File: src/rtl/text_cell_console_writer_macros.svh
// Assertion helpers for the text cell console writer.
`ifndef TEXT_CELL_CONSOLE_WRITER_MACROS_SVH
`define TEXT_CELL_CONSOLE_WRITER_MACROS_SVH

// Same-cycle implication, disabled during reset.
`define TCCW_ASSERT_NOW(label, clk, rst_n, ante, cons) \
    label: assert property (@(posedge clk) disable iff (!rst_n) (ante) |-> (cons)) \
        else $error("tccw assertion failed");

// Next-cycle implication, disabled during reset.
`define TCCW_ASSERT_NEXT(label, clk, rst_n, ante, cons) \
    label: assert property (@(posedge clk) disable iff (!rst_n) (ante) |=> (cons)) \
        else $error("tccw assertion failed");

`endif

File: src/rtl/tccw_pkg.sv
`timescale 1ns / 1ps

package tccw_pkg;

    localparam int CELL_W  = 32;
    localparam int CODE_W  = 16;
    localparam int COLOR_W = 16;
    localparam int FUNC_W  = 3;
    localparam int ROWA_W  = 5;
    localparam int COLA_W  = 6;
    localparam int CURX_W  = 6;
    localparam int CURY_W  = 5;
    localparam int CFGC_W  = 7;
    localparam int CFGR_W  = 6;
    localparam int APB_DW  = 32;
    localparam int APB_AW  = 3;

    localparam logic [CODE_W-1:0] CODE_NEWLINE = 16'd10;
    localparam logic [CODE_W-1:0] CODE_SPACE   = 16'd32;
    localparam logic [CODE_W-1:0] CODE_DEL     = 16'd127;

    localparam logic REG_COLS = 1'b0;
    localparam logic REG_ROWS = 1'b1;

    typedef enum logic [FUNC_W-1:0] {
        FN_PUT    = 3'd0,
        FN_SCROLL = 3'd1,
        FN_CLEAR  = 3'd2,
        FN_FILL   = 3'd3,
        FN_READ   = 3'd4
    } func_t;

    typedef enum logic [1:0] {
        SEL_WALK   = 2'd0,
        SEL_DST    = 2'd1,
        SEL_CURSOR = 2'd2
    } agu_sel_t;

    typedef struct packed {
        agu_sel_t sel;
        logic     full;
    } agu_ctrl_t;

    typedef struct packed {
        logic x_last;
        logic y_last;
    } agu_stat_t;

endpackage

File: src/rtl/tccw_agu.sv
`timescale 1ns / 1ps

module tccw_agu
    import tccw_pkg::*;
#(
    parameter int MAX_COLUMNS = 64,
    parameter int MAX_ROWS    = 32
) (
    input  agu_ctrl_t                                  ctrl,
    input  logic [$clog2(MAX_COLUMNS)-1:0]             walk_x,
    input  logic [$clog2(MAX_ROWS)-1:0]                walk_y,
    input  logic [$clog2(MAX_ROWS)-1:0]                dst_y,
    input  logic [$clog2(MAX_COLUMNS)-1:0]             cur_x,
    input  logic [$clog2(MAX_ROWS)-1:0]                cur_y,
    input  logic [$clog2(MAX_COLUMNS+1)-1:0]           cols,
    input  logic [$clog2(MAX_ROWS+1)-1:0]              rows,
    output logic [$clog2(MAX_COLUMNS*MAX_ROWS)-1:0]    addr,
    output agu_stat_t                                  stat
);

    localparam int XW = $clog2(MAX_COLUMNS);
    localparam int YW = $clog2(MAX_ROWS);
    localparam int AW = $clog2(MAX_COLUMNS * MAX_ROWS);

    logic [XW-1:0] sx;
    logic [YW-1:0] sy;
    int            lim_x;
    int            lim_y;

    always_comb begin
        case (ctrl.sel)
            SEL_WALK: begin
                sx = walk_x;
                sy = walk_y;
            end
            SEL_DST: begin
                sx = walk_x;
                sy = dst_y;
            end
            SEL_CURSOR: begin
                sx = cur_x;
                sy = cur_y;
            end
            default: begin
                sx = walk_x;
                sy = walk_y;
            end
        endcase
    end

    assign addr  = AW'(int'(sy) * MAX_COLUMNS + int'(sx));
    assign lim_x = ctrl.full ? MAX_COLUMNS : int'(cols);
    assign lim_y = ctrl.full ? MAX_ROWS : int'(rows);

    assign stat.x_last = (int'(walk_x) + 1) >= lim_x;
    assign stat.y_last = (int'(walk_y) + 1) >= lim_y;

endmodule

File: config.mk
export PLATFORM = sky130hd
export DESIGN_NAME = tccw_agu
export DESIGN_NICKNAME = d
export VERILOG_FILES = /design/src/rtl/text_cell_console_writer_macros.svh /design/src/rtl/tccw_pkg.sv /design/src/rtl/tccw_agu.sv
export SDC_FILE = /design/constraint.sdc
export NUM_CORES = 1
export LEC_CHECK = 0
export ABC_AREA = 1
export BUFFER_PORTS_ARGS = -buffer_cell sky130_fd_sc_hd__buf_4
export CORE_MARGIN = 3
export CORE_UTILIZATION = 40
export DETAILED_ROUTE_END_ITERATION = 8
export PLACE_DENSITY = 0.83
export SKIP_LAST_GASP = 1
export SYNTH_ARGS = -nofsm -noshare
export SYNTH_HDL_FRONTEND = slang
export SYNTH_SLANG_ARGS = --single-unit
File: constraint.sdc
create_clock -name vclk -period 3
set_input_delay 0.3 -clock vclk [all_inputs]
set_output_delay 0.3 -clock vclk [all_outputs]
set_load 0.05 [all_outputs]
Word level (Yosys, flattened, before mapping):

Index checks and enable logic that the tools add are counted.
Widths: inputs -> output; s select.

* bits in registers: 0
* memory bits (read-only): 0
* bits in latches: 0
* output and inout bits: 13
* memories: 0
* memory bits (writable): 0
* logic and storage cells: 11
* bits of input ports: 43

* order comparisons: 2
* multipliers: 0
* shifts and indexed selects: 0
* mux-type cells: 4
* divide/modulo/power cells: 0
* eq/ne operators: 2
* bitwise logic cells: 0
* add/subtract/negate cells: 3
* reductions and logical operators: 0

Operator list (number)
* $mux 6: 2
* $add 11x6->11: 1
* $pmux 5 s2: 1
* $add 6x1->7 const B: 1
* $ge 7x7->1: 1
* $mux 7: 1
* $add 5x1->6 const B: 1
* $ge 6x6->1: 1
* $eq 2x1->1 const B: 1
* $eq 2x2->1 const B: 1

Depth between registers and ports, before layout:

* depth in word-level cells: 3
* mapped depth: 11
* mapped depth without buffers: 11

Worst setup path after synthesis:

Ideal clock, no wire load.

* path kind: input port to output port
* start: in ctrl[1] (netlist name)
* end: out addr[0]
* cell stages on the path: 4
* setup slack: 0.858 ns
* required time: 2.700 ns
* path buffers: 1
* arrival time: 1.842 ns
* cell sequence: inv_1 > ha_1 > buf_4 > o21ai_0

* longest elaborated chain between the ends: 3

Ends and longest elaborated chain
* start, declared: line tccw_agu.sv:9 `input agu_ctrl_t ctrl,`
* $eq 2x2->1: line tccw_agu.sv:31 `case (ctrl.sel)`
* $mux 6: line tccw_agu.sv:31
* $add 11x6->11: line tccw_agu.sv:51 `assign addr = AW'(int'(sy) * MAX_COLUMNS + int'(sx));`
* end, declared: line tccw_agu.sv:17 `output logic [$clog2(MAX_COLUMNS*MAX_ROWS)-1:0] addr,`

Every way passes these cells.

==> impl_metrics.py <==
metrics = {
    "sta": {
        "finalSetupViolations": 0,
        "worst-slew-pin-transition_ps": 449,
        "timing.max_slew.rel_slack_pct": 70.0,
        "grt_setup_unrepaired": "false",
        "setup_tns_ps": 0,
        "post-route-min-period_ps": 2070,
        "fmaxAchievable_mhz": 482,
        "setup_slack_ps": 926,
        "period_share_pct": 69.1,
        "final_slew_viol_count": 0,
        "final-hold-violation-count": 0,
    },
    "cells_and_area": {
        "most-common-layout-cells": "sky130_fd_sc_hd__buf_4, sky130_fd_sc_hd__nand2_1, sky130_fd_sc_hd__inv_1",
        "register_area_um2": 0,
        "diodes_inserted": 0,
        "area_delta_synth_final_pct": 61.6,
        "post_route_cells_drive_above_1_share_pct": 31.4,
        "layout.sequential_cells": 0,
        "final.fill_count": 140,
        "finish.net_count": 247,
        "most_frequent_standard_cell_in_the_layout_excluding_fill_and_tap_cells": "sky130_fd_sc_hd__buf_4",
        "clock_buffers": 0,
    },
    "setup_path": {
        "worst_path_cell_trace": "buf_4 > ha_1 > nand3_1 > xor2_1 > inv_1 > ha_1 > nand2_1 > a21oi_1 > nor2_1 > nand2_1 > buf_4",
        "setup.worst_path.start_class": "input port",
        "critical_path_arrival_ps": 1770,
        "worst_path_dominant_cell_family": "adder cells",
        "crit_slowest_cell": "sky130_fd_sc_hd__ha_1",
        "worst-endpoint-required_ps": 2700,
        "timing.critical_path.to_type": "output port",
        "critical-path-max-stage-delay_ps": 290,
        "timing_worst_setup_path_type": "input port to output port",
        "cp_max_fo": 5,
        "timing.critical_path.buf_inv": 3,
    },
    "floorplan": {
        "fp.coreArea_um2": 1590,
        "boundaryPins": 56,
        "floorplan.die_area_um2": 2340,
        "fp.dieH_um": 48.4,
        "starting_density_pct": 45.1,
        "die-width_um": 48.4,
        "placementRows": 14,
    },
    "global_routing": {
        "grt_pass1_wl_mm": 3.48,
        "grt_start_max_net_pins": 16,
        "antenna_violations_before_repair": 0,
        "grtUsageTotal_pct": 17.3,
        "globalRoute.totalOverflow": 0,
        "grt_pass1_vias": 880,
    },
    "min_path": {
        "hold_start": "cur_x[4]",
        "timing.hold.worst.class": "input port to output port",
        "timing.hold.worst_endpoint": "addr[4]",
        "worst_hold_path.num_cells": 4,
    },
    "power_and_ir_drop": {
        "power_dissipated_by_switching_net_loads_mw": 0.140,
        "pwr-share-comb_pct": 100.0,
        "seq_power_share_pct": 0,
        "p_leak_nw": 0.707,
        "powerDensity_nw_per_um2": 204,
        "sw_frac_of_total_pct": 59.2,
        "share_clk_of_total_power_pct": 0,
        "p_int_mw": 0.0967,
        "worst_ir_drop_vdd_mv": 0.170,
    },
    "routing": {
        "drt_iter0_drc": 14,
        "drcViolationCount": 0,
        "detail_route.first_pass.iterations": 6,
        "detail_route.vias_per_cell": 4.72,
        "vias": 986,
        "post_detailed_route_wirelength_per_cell_um": 9.88,
        "ant_nets": 0,
        "route.final.wire_length_mm": 2.06,
    },
    "synth": {
        "yosysSeqAreaShare_pct": 0,
        "post_syn_instances": 130,
        "synthesized_cell_area_um2": 719,
        "synth_area_per_cell_um2": 5.53,
        "synth_fp_nets": 190,
        "synth_warnings": 0,
        "synth_cell_type_count": 15,
    },
    "place": {
        "detailedPlacementHpwl_mm": 1.87,
        "final_weighted_congestion_in_routability_driven_placement": 0.835,
        "dp_worst_setup_slack_ps": 915,
        "buffer_ports.inserted": 56,
    },
    "clock_tree": {
        "postCtsSetupBuffers": 0,
        "cts_resized": 0,
        "cts_hold_buf": 0,
    },
    "status": {
        "run_status": "finished clean",
    },
    "flow_run": {
        "cap_violations": 0,
    },
}
[final cells by class]
| cell class | instances | area, um2 | share of cell area (%) |
|---|---|---|---|
| multi-input cells | 108 | 633 | 54.5 |
| inverters | 21 | 78.8 | 6.78 |
| well taps | 24 | 30.0 | 2.58 |
| repair buffers | 56 | 420 | 36.2 |
[how the worst max path moves through the flow]
stage	start	endpoint	slack [ps]	cells past startpoint
2_1_floorplan	ctrl[1]	addr[0]	860	4
3_3_place_gp	walk_x[0]	stat[1]	1010	11
3_5_place_dp	walk_x[0]	stat[1]	920	11
4_1_cts	walk_x[0]	stat[1]	910	11
5_1_grt	walk_x[0]	stat[1]	810	11
6_report	walk_x[0]	stat[1]	930	11
[synth_stat cells (2+ instances only)]
cell,instances,area share [%]
sky130_fd_sc_hd__a21o_1,2,2.1
sky130_fd_sc_hd__a21oi_1,12,8.3
sky130_fd_sc_hd__ha_1,17,30
sky130_fd_sc_hd__inv_1,20,10
sky130_fd_sc_hd__nand2_1,45,23
sky130_fd_sc_hd__nand3_1,4,2.8
sky130_fd_sc_hd__nor2_1,13,6.8
sky130_fd_sc_hd__nor3b_1,2,2.1
sky130_fd_sc_hd__o21ai_0,4,2.8
sky130_fd_sc_hd__xor2_1,6,7.3
[layer usage]
metal	global-route usage, %	part of all wire (%)	up-vias	wire, um
li1	-	-	521	-
met1	19.1	38	421	793
met2	35.1	51	42	1060
met3	3.07	9.4	2	195
met4	1.42	0.78	0	16
met5	0	0	-	0
[logic make-up after synthesis]
logic type	count (synthesis)	share of synthesized area (%)
adder cells (fa/ha/maj)	17	29.6
AND/OR/NAND/NOR	66	36.9
XOR/XNOR	6	7.30
buffers and inverters	22	12.0
AO/OA/AOI/OAI	19	14.3
[through the flow]
| step | instances | total power, mW | hold WS, ps | util [%] | instance area, um2 |
|---|---|---|---|---|---|
| global placement | 209 | 0.232 | 952 | 72.9 | 1160 |
| floorplan | 130 | 0.144 | 878 | - | 719 |
| detailed placement | 209 | 0.238 | 957 | 72.9 | 1160 |
| global route | 209 | 0.260 | 981 | 72.9 | 1160 |
| finish | 209 | 0.237 | 953 | 72.9 | 1160 |
| CTS | 209 | 0.239 | 957 | 72.9 | 1160 |
[tightest hold or removal path, delay by kind of cell]
kind / cells / cell delay (ps)
and+or+nand+nor: 2 / 90
buffers and inverters: 2 / 250
[power groups by stage]
stage	Combinational (mW)	Clock (mW)	Sequential (mW)
final	0.237	0	0
after global routing	0.260	0	0
after CTS	0.239	0	0
after detailed placement	0.238	0	0
after global placement	0.232	0	0
after floorplan	0.144	0	0
Power figures use the tool's default switching activity.
